===== src/design/aptt_pkg.sv =====
// Package for the aligned periodic target timer.
// Holds shared constants, request codes and the divider request and response types.
// It depends on nothing else.
package aptt_pkg;

  localparam int unsigned DivW  = 64;
  localparam int unsigned DvsrW = 32;
  localparam int unsigned CntW  = $clog2(DivW);

  localparam logic [29:0] NsPerSec       = 30'd1000000000;
  localparam logic [31:0] PeriodResetVal = 32'd1000000;

  localparam logic [1:0] ReqStart   = 2'd0;
  localparam logic [1:0] ReqReached = 2'd1;
  localparam logic [1:0] ReqStop    = 2'd2;

  typedef struct packed {
    logic              start;
    logic [DivW-1:0]   dividend;
    logic [DvsrW-1:0]  divisor;
  } div_req_t;

  typedef struct packed {
    logic              done;
    logic [DvsrW-1:0]  rem;
  } div_rsp_t;

endpackage


===== src/design/aptt_div.sv =====
// Iterative restoring divider for the aligned periodic target timer.
// Produces one quotient bit per cycle; depends on aptt_pkg.
module aptt_div (
  input  logic              clk_i,
  input  logic              rst_ni,
  input  aptt_pkg::div_req_t req_i,
  output aptt_pkg::div_rsp_t rsp_o
);

  logic                          busy_q, busy_d;
  logic                          done_q, done_d;
  logic [aptt_pkg::CntW-1:0]     cnt_q, cnt_d;
  logic [aptt_pkg::DivW-1:0]     quot_q, quot_d;
  logic [aptt_pkg::DvsrW-1:0]    rem_q, rem_d;
  logic [aptt_pkg::DvsrW-1:0]    dvsr_q, dvsr_d;
  logic [aptt_pkg::DvsrW:0]      shifted;
  logic [aptt_pkg::DvsrW:0]      diff;
  logic                          ge;

  always_comb begin
    shifted = {rem_q, quot_q[aptt_pkg::DivW-1]};
    diff    = shifted - {1'b0, dvsr_q};
    ge      = shifted >= {1'b0, dvsr_q};
    busy_d  = busy_q;
    done_d  = 1'b0;
    cnt_d   = cnt_q;
    quot_d  = quot_q;
    rem_d   = rem_q;
    dvsr_d  = dvsr_q;
    if (req_i.start) begin
      busy_d = 1'b1;
      cnt_d  = aptt_pkg::CntW'(aptt_pkg::DivW - 1);
      quot_d = req_i.dividend;
      rem_d  = '0;
      dvsr_d = req_i.divisor;
    end else if (busy_q) begin
      quot_d = {quot_q[aptt_pkg::DivW-2:0], ge};
      rem_d  = ge ? diff[aptt_pkg::DvsrW-1:0] : shifted[aptt_pkg::DvsrW-1:0];
      cnt_d  = cnt_q - aptt_pkg::CntW'(1);
      if (cnt_q == '0) begin
        busy_d = 1'b0;
        done_d = 1'b1;
      end
    end
  end

  always_ff @(posedge clk_i or negedge rst_ni) begin
    if (!rst_ni) begin
      busy_q <= 1'b0;
      done_q <= 1'b0;
      cnt_q  <= '0;
    end else begin
      busy_q <= busy_d;
      done_q <= done_d;
      cnt_q  <= cnt_d;
    end
  end

  always_ff @(posedge clk_i) begin
    quot_q <= quot_d;
    rem_q  <= rem_d;
    dvsr_q <= dvsr_d;
  end

  assign rsp_o.done = done_q;
  assign rsp_o.rem  = rem_q;

endmodule


===== src/design/aligned_periodic_target_timer_top.sv =====
// Top level of the aligned periodic target timer.
// Sequences a shared multiplier, a carry loop and the divider in aptt_div; depends on aptt_pkg.
//
// One word is taken at a time and the input stalls until its result is built and has passed
// the output stall. A stop or an ignored request goes straight to the output stage, a
// target-reached advances the target and compares it with the time, re-aligning it when the
// target has to be re-anchored, and a start always aligns. Alignment uses the bit-serial
// divider that reduces the 64-bit time modulo the period, and the nanosecond sum is
// normalised by a compare-and-subtract loop that carries one second out of the nanoseconds
// per step, at most five. The period register is written through the configuration
// channel, which is always ready.
module aligned_periodic_target_timer_top (
  input  logic        clk_i,
  input  logic        rst_ni,
  input  logic        cfg_valid_i,
  output logic        cfg_ready_o,
  input  logic [31:0] cfg_data_i,
  input  logic        in_valid_i,
  output logic        in_stall_o,
  input  logic [1:0]  req_type_i,
  input  logic [31:0] now_sec_i,
  input  logic [29:0] now_nsec_i,
  output logic        out_valid_o,
  input  logic        out_stall_i,
  output logic        target_valid_o,
  output logic [31:0] target_sec_o,
  output logic [29:0] target_nsec_o,
  output logic        fire_frame_o,
  output logic        reanchored_o,
  output logic        is_running_o
);

  typedef enum logic [11:0] {
    StIdle  = 12'b000000000001,
    StMulN  = 12'b000000000010,
    StAddN  = 12'b000000000100,
    StAdv   = 12'b000000001000,
    StMulT  = 12'b000000010000,
    StAddT  = 12'b000000100000,
    StCmp   = 12'b000001000000,
    StAlign = 12'b000010000000,
    StNxt   = 12'b000100000000,
    StDivW  = 12'b001000000000,
    StOut   = 12'b010000000000,
    StNorm  = 12'b100000000000
  } state_e;

  typedef enum logic [1:0] {
    ModeAdv   = 2'b01,
    ModeFinal = 2'b10
  } mode_e;

  state_e      state_q, state_d;
  mode_e       mode_q, mode_d;
  logic [31:0] period_q;
  logic        armed_q, armed_d;
  logic [1:0]  req_q, req_d;
  logic [31:0] now_sec_q, now_sec_d;
  logic [29:0] now_nsec_q, now_nsec_d;
  logic [61:0] prod_q, prod_d;
  logic [62:0] now_ns_q, now_ns_d;
  logic [62:0] tns_q, tns_d;
  logic [32:0] nsum_q, nsum_d;
  logic [31:0] tsec_q, tsec_d;
  logic [29:0] tnsec_q, tnsec_d;
  logic        fire_q, fire_d;
  logic        re_q, re_d;
  logic        tvalid_q, tvalid_d;

  logic        out_valid_q, out_valid_d;
  logic        o_tvalid_q, o_tvalid_d;
  logic [31:0] o_tsec_q, o_tsec_d;
  logic [29:0] o_tnsec_q, o_tnsec_d;
  logic        o_fire_q, o_fire_d;
  logic        o_re_q, o_re_d;
  logic        o_run_q, o_run_d;

  logic [31:0] period_eff;
  logic [32:0] adv_sum;
  logic [31:0] mul_a;
  logic        in_take;
  logic        out_free;

  aptt_pkg::div_req_t div_req;
  aptt_pkg::div_rsp_t div_rsp;

  aptt_div u_div (
    .clk_i  (clk_i),
    .rst_ni (rst_ni),
    .req_i  (div_req),
    .rsp_o  (div_rsp)
  );

  assign cfg_ready_o = 1'b1;
  assign in_stall_o  = state_q != StIdle;
  assign in_take     = in_valid_i && !in_stall_o;
  assign out_free    = !out_valid_q || !out_stall_i;

  assign period_eff = (period_q == '0) ? 32'd1 : period_q;
  assign adv_sum    = {3'b000, tnsec_q} + {1'b0, period_eff};
  assign mul_a      = (state_q == StMulT) ? tsec_q : now_sec_q;

  always_comb begin
    state_d     = state_q;
    mode_d      = mode_q;
    armed_d     = armed_q;
    req_d       = req_q;
    now_sec_d   = now_sec_q;
    now_nsec_d  = now_nsec_q;
    prod_d      = prod_q;
    now_ns_d    = now_ns_q;
    tns_d       = tns_q;
    nsum_d      = nsum_q;
    tsec_d      = tsec_q;
    tnsec_d     = tnsec_q;
    fire_d      = fire_q;
    re_d        = re_q;
    tvalid_d    = tvalid_q;
    out_valid_d = out_valid_q && out_stall_i;
    o_tvalid_d  = o_tvalid_q;
    o_tsec_d    = o_tsec_q;
    o_tnsec_d   = o_tnsec_q;
    o_fire_d    = o_fire_q;
    o_re_d      = o_re_q;
    o_run_d     = o_run_q;
    div_req.start    = 1'b0;
    div_req.dividend = {1'b0, now_ns_q};
    div_req.divisor  = period_eff;

    unique case (state_q)
      StIdle: begin
        if (in_take) begin
          req_d      = req_type_i;
          now_sec_d  = now_sec_i;
          now_nsec_d = now_nsec_i;
          fire_d     = 1'b0;
          re_d       = 1'b0;
          tvalid_d   = 1'b0;
          case (req_type_i)
            aptt_pkg::ReqStart: begin
              armed_d  = 1'b1;
              tvalid_d = 1'b1;
              state_d  = StMulN;
            end
            aptt_pkg::ReqReached: begin
              if (armed_q) begin
                fire_d   = 1'b1;
                tvalid_d = 1'b1;
                state_d  = StAdv;
              end else begin
                state_d  = StOut;
              end
            end
            aptt_pkg::ReqStop: begin
              armed_d = 1'b0;
              state_d = StOut;
            end
            default: state_d = StOut;
          endcase
        end
      end
      StMulN: begin
        prod_d  = {30'd0, mul_a} * {32'd0, aptt_pkg::NsPerSec};
        state_d = StAddN;
      end
      StAddN: begin
        now_ns_d = {1'b0, prod_q} + {33'd0, now_nsec_q};
        state_d  = (req_q == aptt_pkg::ReqStart) ? StAlign : StCmp;
      end
      StAdv: begin
        nsum_d  = adv_sum;
        mode_d  = ModeAdv;
        state_d = StNorm;
      end
      StMulT: begin
        prod_d  = {30'd0, mul_a} * {32'd0, aptt_pkg::NsPerSec};
        state_d = StAddT;
      end
      StAddT: begin
        tns_d   = {1'b0, prod_q} + {33'd0, tnsec_q};
        state_d = StMulN;
      end
      StCmp: begin
        if (tns_q <= now_ns_q) begin
          re_d    = 1'b1;
          state_d = StAlign;
        end else begin
          state_d = StOut;
        end
      end
      StAlign: begin
        div_req.start = 1'b1;
        state_d       = StDivW;
      end
      StNxt: begin
        nsum_d  = {3'b000, now_nsec_q} + {1'b0, period_eff} - {1'b0, div_rsp.rem};
        tsec_d  = now_sec_q;
        mode_d  = ModeFinal;
        state_d = StNorm;
      end
      StDivW: begin
        if (div_rsp.done) begin
          state_d = StNxt;
        end
      end
      StNorm: begin
        if (nsum_q >= {3'b000, aptt_pkg::NsPerSec}) begin
          nsum_d = nsum_q - {3'b000, aptt_pkg::NsPerSec};
          tsec_d = tsec_q + 32'd1;
        end else begin
          tnsec_d = nsum_q[29:0];
          state_d = (mode_q == ModeAdv) ? StMulT : StOut;
        end
      end
      StOut: begin
        if (out_free) begin
          out_valid_d = 1'b1;
          o_tvalid_d  = tvalid_q;
          o_tsec_d    = tsec_q;
          o_tnsec_d   = tnsec_q;
          o_fire_d    = fire_q;
          o_re_d      = re_q;
          o_run_d     = armed_q;
          state_d     = StIdle;
        end
      end
      default: state_d = StIdle;
    endcase
  end

  always_ff @(posedge clk_i or negedge rst_ni) begin
    if (!rst_ni) begin
      state_q     <= StIdle;
      mode_q      <= ModeAdv;
      period_q    <= aptt_pkg::PeriodResetVal;
      armed_q     <= 1'b0;
      tsec_q      <= '0;
      tnsec_q     <= '0;
      out_valid_q <= 1'b0;
    end else begin
      state_q     <= state_d;
      mode_q      <= mode_d;
      armed_q     <= armed_d;
      tsec_q      <= tsec_d;
      tnsec_q     <= tnsec_d;
      out_valid_q <= out_valid_d;
      if (cfg_valid_i && cfg_ready_o) begin
        period_q <= cfg_data_i;
      end
    end
  end

  always_ff @(posedge clk_i) begin
    req_q      <= req_d;
    now_sec_q  <= now_sec_d;
    now_nsec_q <= now_nsec_d;
    prod_q     <= prod_d;
    now_ns_q   <= now_ns_d;
    tns_q      <= tns_d;
    nsum_q     <= nsum_d;
    fire_q     <= fire_d;
    re_q       <= re_d;
    tvalid_q   <= tvalid_d;
    o_tvalid_q <= o_tvalid_d;
    o_tsec_q   <= o_tsec_d;
    o_tnsec_q  <= o_tnsec_d;
    o_fire_q   <= o_fire_d;
    o_re_q     <= o_re_d;
    o_run_q    <= o_run_d;
  end

  assign out_valid_o    = out_valid_q;
  assign target_valid_o = o_tvalid_q;
  assign target_sec_o   = o_tsec_q;
  assign target_nsec_o  = o_tnsec_q;
  assign fire_frame_o   = o_fire_q;
  assign reanchored_o   = o_re_q;
  assign is_running_o   = o_run_q;

  a_busy_after_take: assert property (@(posedge clk_i) disable iff (!rst_ni)
    in_take |=> in_stall_o)
    else $error("input not stalled after a word was taken");

  a_reanchor_needs_fire: assert property (@(posedge clk_i) disable iff (!rst_ni)
    out_valid_o && reanchored_o |-> fire_frame_o && target_valid_o)
    else $error("re-anchor reported without a frame");

  a_target_implies_running: assert property (@(posedge clk_i) disable iff (!rst_ni)
    out_valid_o && target_valid_o |-> is_running_o)
    else $error("target programmed while stopped");

  a_target_nsec_range: assert property (@(posedge clk_i) disable iff (!rst_ni)
    out_valid_o && target_valid_o |-> target_nsec_o < aptt_pkg::NsPerSec)
    else $error("target nanoseconds out of range");

endmodule


===== config.mk =====
export PLATFORM = sky130hd
export DESIGN_NAME = aligned_periodic_target_timer_top
export DESIGN_NICKNAME = d
export VERILOG_FILES = /design/src/design/aptt_pkg.sv /design/src/design/aptt_div.sv /design/src/design/aligned_periodic_target_timer_top.sv
export SDC_FILE = /design/constraint.sdc
export NUM_CORES = 2
export LEC_CHECK = 0
export BUFFER_PORTS_ARGS = -buffer_cell sky130_fd_sc_hd__buf_2
export CAP_MARGIN = 20
export CORE_MARGIN = 2
export CORE_UTILIZATION = 45
export CTS_BUF_LIST = sky130_fd_sc_hd__clkbuf_4 sky130_fd_sc_hd__clkbuf_8
export DETAILED_ROUTE_END_ITERATION = 10
export PLACE_DENSITY_LB_ADDON = 0.25
export SLEW_MARGIN = 20
export SYNTH_ARGS = -nofsm -noshare
export SYNTH_HDL_FRONTEND = slang
export SYNTH_SLANG_ARGS = --single-unit

===== constraint.sdc =====
create_clock -name clk_i -period 26.2 [get_ports clk_i]
set_clock_uncertainty 0.1 [all_clocks]
set_input_delay 5.24 -clock clk_i [delete_from_list [all_inputs] [get_ports clk_i]]
set_output_delay 5.24 -clock clk_i [all_outputs]
set_load 0.02 [all_outputs]

==> reports/metrics.cfg <==
[synth]
syn-num-nets=5329
avgSynthCellArea_um2=10.4
syn_inst=4425
synthesis.area_mm2=0.0459
async_flop_share_pct=20.0
ys_seq_area_share_pct=36.7
synth_cell_types=92
synth_edf_count=440
ys.flop_type=edfxtp_1
ys_ff_latch=591
synth_warnings=0

[clock_tree]
cts_buffers=101
path_clk_slew_ps=70
cts-root-buf=clkbuf_8
cts-htree-levels=3
clock_sinks=591
cts_resized=0
cts_tree=done
clock_latency_ps=760
postCtsSetupBuffers=0
cts_hold_buffers=0
cts_buffer_depth=3

[setup_path]
cp_max_fo=36
crit_slowest_cell=mux2i_1
path_class=reg -> reg
max_stage_delay_ps=920
arrival_ps=10390
crit_path_frequent_cell=fa_1
startpoint_type=flop
cp-end-kind=flop
cp.required_ps=26580

[drt]
wl_per_cell_um=20.5
post_drt_via_cell_ratio=5.39
detail-route-antenna-nets=0
first_iter_violations=2580
dr.pass1.iters=5
vias=32542
drc_errors=0
wirelength_mm=124

[die]
core_mm2=0.101
pin_count=170
die_y_um=323
start_util_pct=45.2
die_area_mm2=0.104
rows=117
die_x_um=323

[placement]
place_area_mm2=0.0481
dpl.cell_count=5853
place_hpwl_mm=97.4
port_buffers=168
gp_congestion=0.941

[final_layout]
finalNetCount=5492
syn2layout_area_growth_pct=9.94
drive_gt1_share_pct=10.5
final_cell_area_mm2=0.0504
post-route-util_pct=49.7
final_cells=6043

[global_route]
grt_pass1_vias=32283
grt_pass1_wl_mm=191
grt_antenna_before_repair=3
grt.overflow.total=0
grt_usage_pct=23.9
grt_max_degree=82

[sta]
relSlewSlack_pct=28.8
tightest_slew_ps=1040
max_freq_mhz=99.9
rsz0062_at_grt=false
finalCriticalPeriod_ps=10010
slew_violations=0
timing.setup.tns_ps=0
hold_violations=0
setup_viol_count_final=0
finalCritPeriodShare_pct=38.2

[flow_run]
drv_cap=0

[status]
status=completed

[min_path]
min_path_type=reg -> reg

==> area by class of cell <==
cell class	count	area (um^2)
diodes	2	5.00
clock buffers	140	1770
clock inverters	48	531
fillers	9203	51000
inverters	748	2810
multi-input cells	2949	25700
flip-flops and latches	591	16800
well taps	1368	1710
repair buffers	197	1060
==> registers in the layout (all words and copies together), names as in the netlist, 2 cells and up <==
register / flops
u_div.quot_q: 64
now_ns_q: 63
tns_q: 63
prod_q: 53
nsum_q: 33
now_sec_q: 32
period_q: 32
target_sec_o: 32
tsec_q: 32
u_div.dvsr_q: 32
u_div.rem_q: 32
now_nsec_q: 30
target_nsec_o: 30
tnsec_q: 30
state_q: 12
u_div.cnt_q: 6
mode_q: 2
req_q: 2
==> cell usage in the layout (no fill, tap or decap), drive strengths merged, types with 10 or more instances in the layout <==
| cell type | n |
|---|---|
| a21o | 108 |
| a211oi | 19 |
| and2 | 14 |
| o22ai | 20 |
| nand2b | 45 |
| o221ai | 14 |
| a21oi | 265 |
| clkinv | 31 |
| nor2 | 199 |
| nand3 | 70 |
| and3 | 34 |
| o21bai | 31 |
| dfrtp | 109 |
| fa | 339 |
| xor2 | 98 |
| bufinv | 10 |
| nand2 | 314 |
| dfxtp | 33 |
| nand4 | 52 |
| nor2b | 24 |
| ha | 464 |
| nor4 | 25 |
| o211ai | 19 |
| edfxtp | 440 |
| o31ai | 15 |
| nor3 | 42 |
| mux2 | 45 |
| buf | 197 |
| or2 | 13 |
| o21a | 24 |
| inv | 752 |
| xnor2 | 156 |
| mux2i | 27 |
| o21ai | 285 |
| or3 | 21 |
| a31oi | 46 |
| clkbuf | 140 |
==> final timing paths <==
| path | from | to | slack [ps] | cells after the start |
|---|---|---|---|---|
| worst max register to register | state_q[3] | prod_q[59] | 16190 | 29 |
| worst min-delay path | fire_q | fire_frame_o | 320 | 0 |
| worst min register to register | fire_q | fire_frame_o | 320 | 0 |
| max in group asynchronous | rst_ni | u_div.busy_q | 20190 | 2 |
| worst max-delay path | state_q[3] | prod_q[59] | 16190 | 29 |
| min in group asynchronous | rst_ni | period_q[11] | 4360 | 1 |
==> metrics by stage <==
stage	hold WS [ps]	setup slack (ps)
2_1_floorplan	300	17130
3_5_place_dp	307	16190
5_1_grt	343	15370
4_1_cts	323	16150
3_3_place_gp	305	16480
6_report	321	16190
==> cell usage after synthesis (7+ instances only) <==
cell type | n | area (um^2)
a211oi_1 | 18 | 135
a21o_1 | 108 | 811
a21oi_1 | 262 | 1310
a22oi_1 | 7 | 52.6
a31oi_1 | 42 | 263
and2_1 | 14 | 87.6
and3_1 | 34 | 213
and4_1 | 9 | 78.8
buf_2 | 26 | 130
buf_4 | 7 | 52.6
clkbuf_1 | 98 | 368
dfrtp_1 | 109 | 2730
dfstp_2 | 9 | 236
dfxtp_1 | 33 | 661
edfxtp_1 | 440 | 13200
fa_1 | 339 | 6790
ha_1 | 464 | 5810
inv_1 | 747 | 2800
mux2_2 | 45 | 507
mux2i_1 | 26 | 260
nand2_1 | 314 | 1180
nand2b_1 | 45 | 282
nand3_1 | 70 | 350
nand4_1 | 52 | 325
nor2_1 | 199 | 747
nor2b_1 | 24 | 150
nor3_1 | 42 | 210
nor3b_1 | 7 | 52.6
nor4_1 | 24 | 150
o211ai_1 | 19 | 143
o21a_1 | 23 | 173
o21ai_0 | 267 | 1340
o21ai_1 | 12 | 60.1
o21bai_1 | 31 | 233
o221ai_1 | 14 | 123
o22ai_1 | 20 | 125
o31ai_1 | 13 | 97.6
or2_2 | 13 | 81.3
or3_1 | 21 | 131
xnor2_1 | 153 | 1340
xor2_1 | 98 | 858
==> logic make-up after synthesis <==
group	synth area share [%]
AO/OA/AOI/OAI	12.5
XOR/XNOR	4.93
adder cells (fa/ha/maj)	27.5
buffers and inverters	7.41
flip-flops	36.7
multiplexers	1.70
other	0.00818
AND/OR/NAND/NOR	9.32
==> routing by layer <==
layer	GRT usage, %	wire (um)
met1	34.0	57200
met2	38.1	57200
met3	3.63	6730
met4	6.11	2920
met5	0	0
==> critical path, delay by kind of cell, from the launching register on <==
family / cells / cell delay, ps
adder cells (fa/ha/maj): 7 / 3520
AO/OA/AOI/OAI: 7 / 1940
AND/OR/NAND/NOR: 8 / 1770
multiplexers: 1 / 920
buffers and inverters: 5 / 910
flip-flops: 1 / 450
XOR/XNOR: 1 / 100
Power is left out: the tool's default activity adds up to more than one toggle a clock period on the data nets, which glitch-free logic cannot reach.
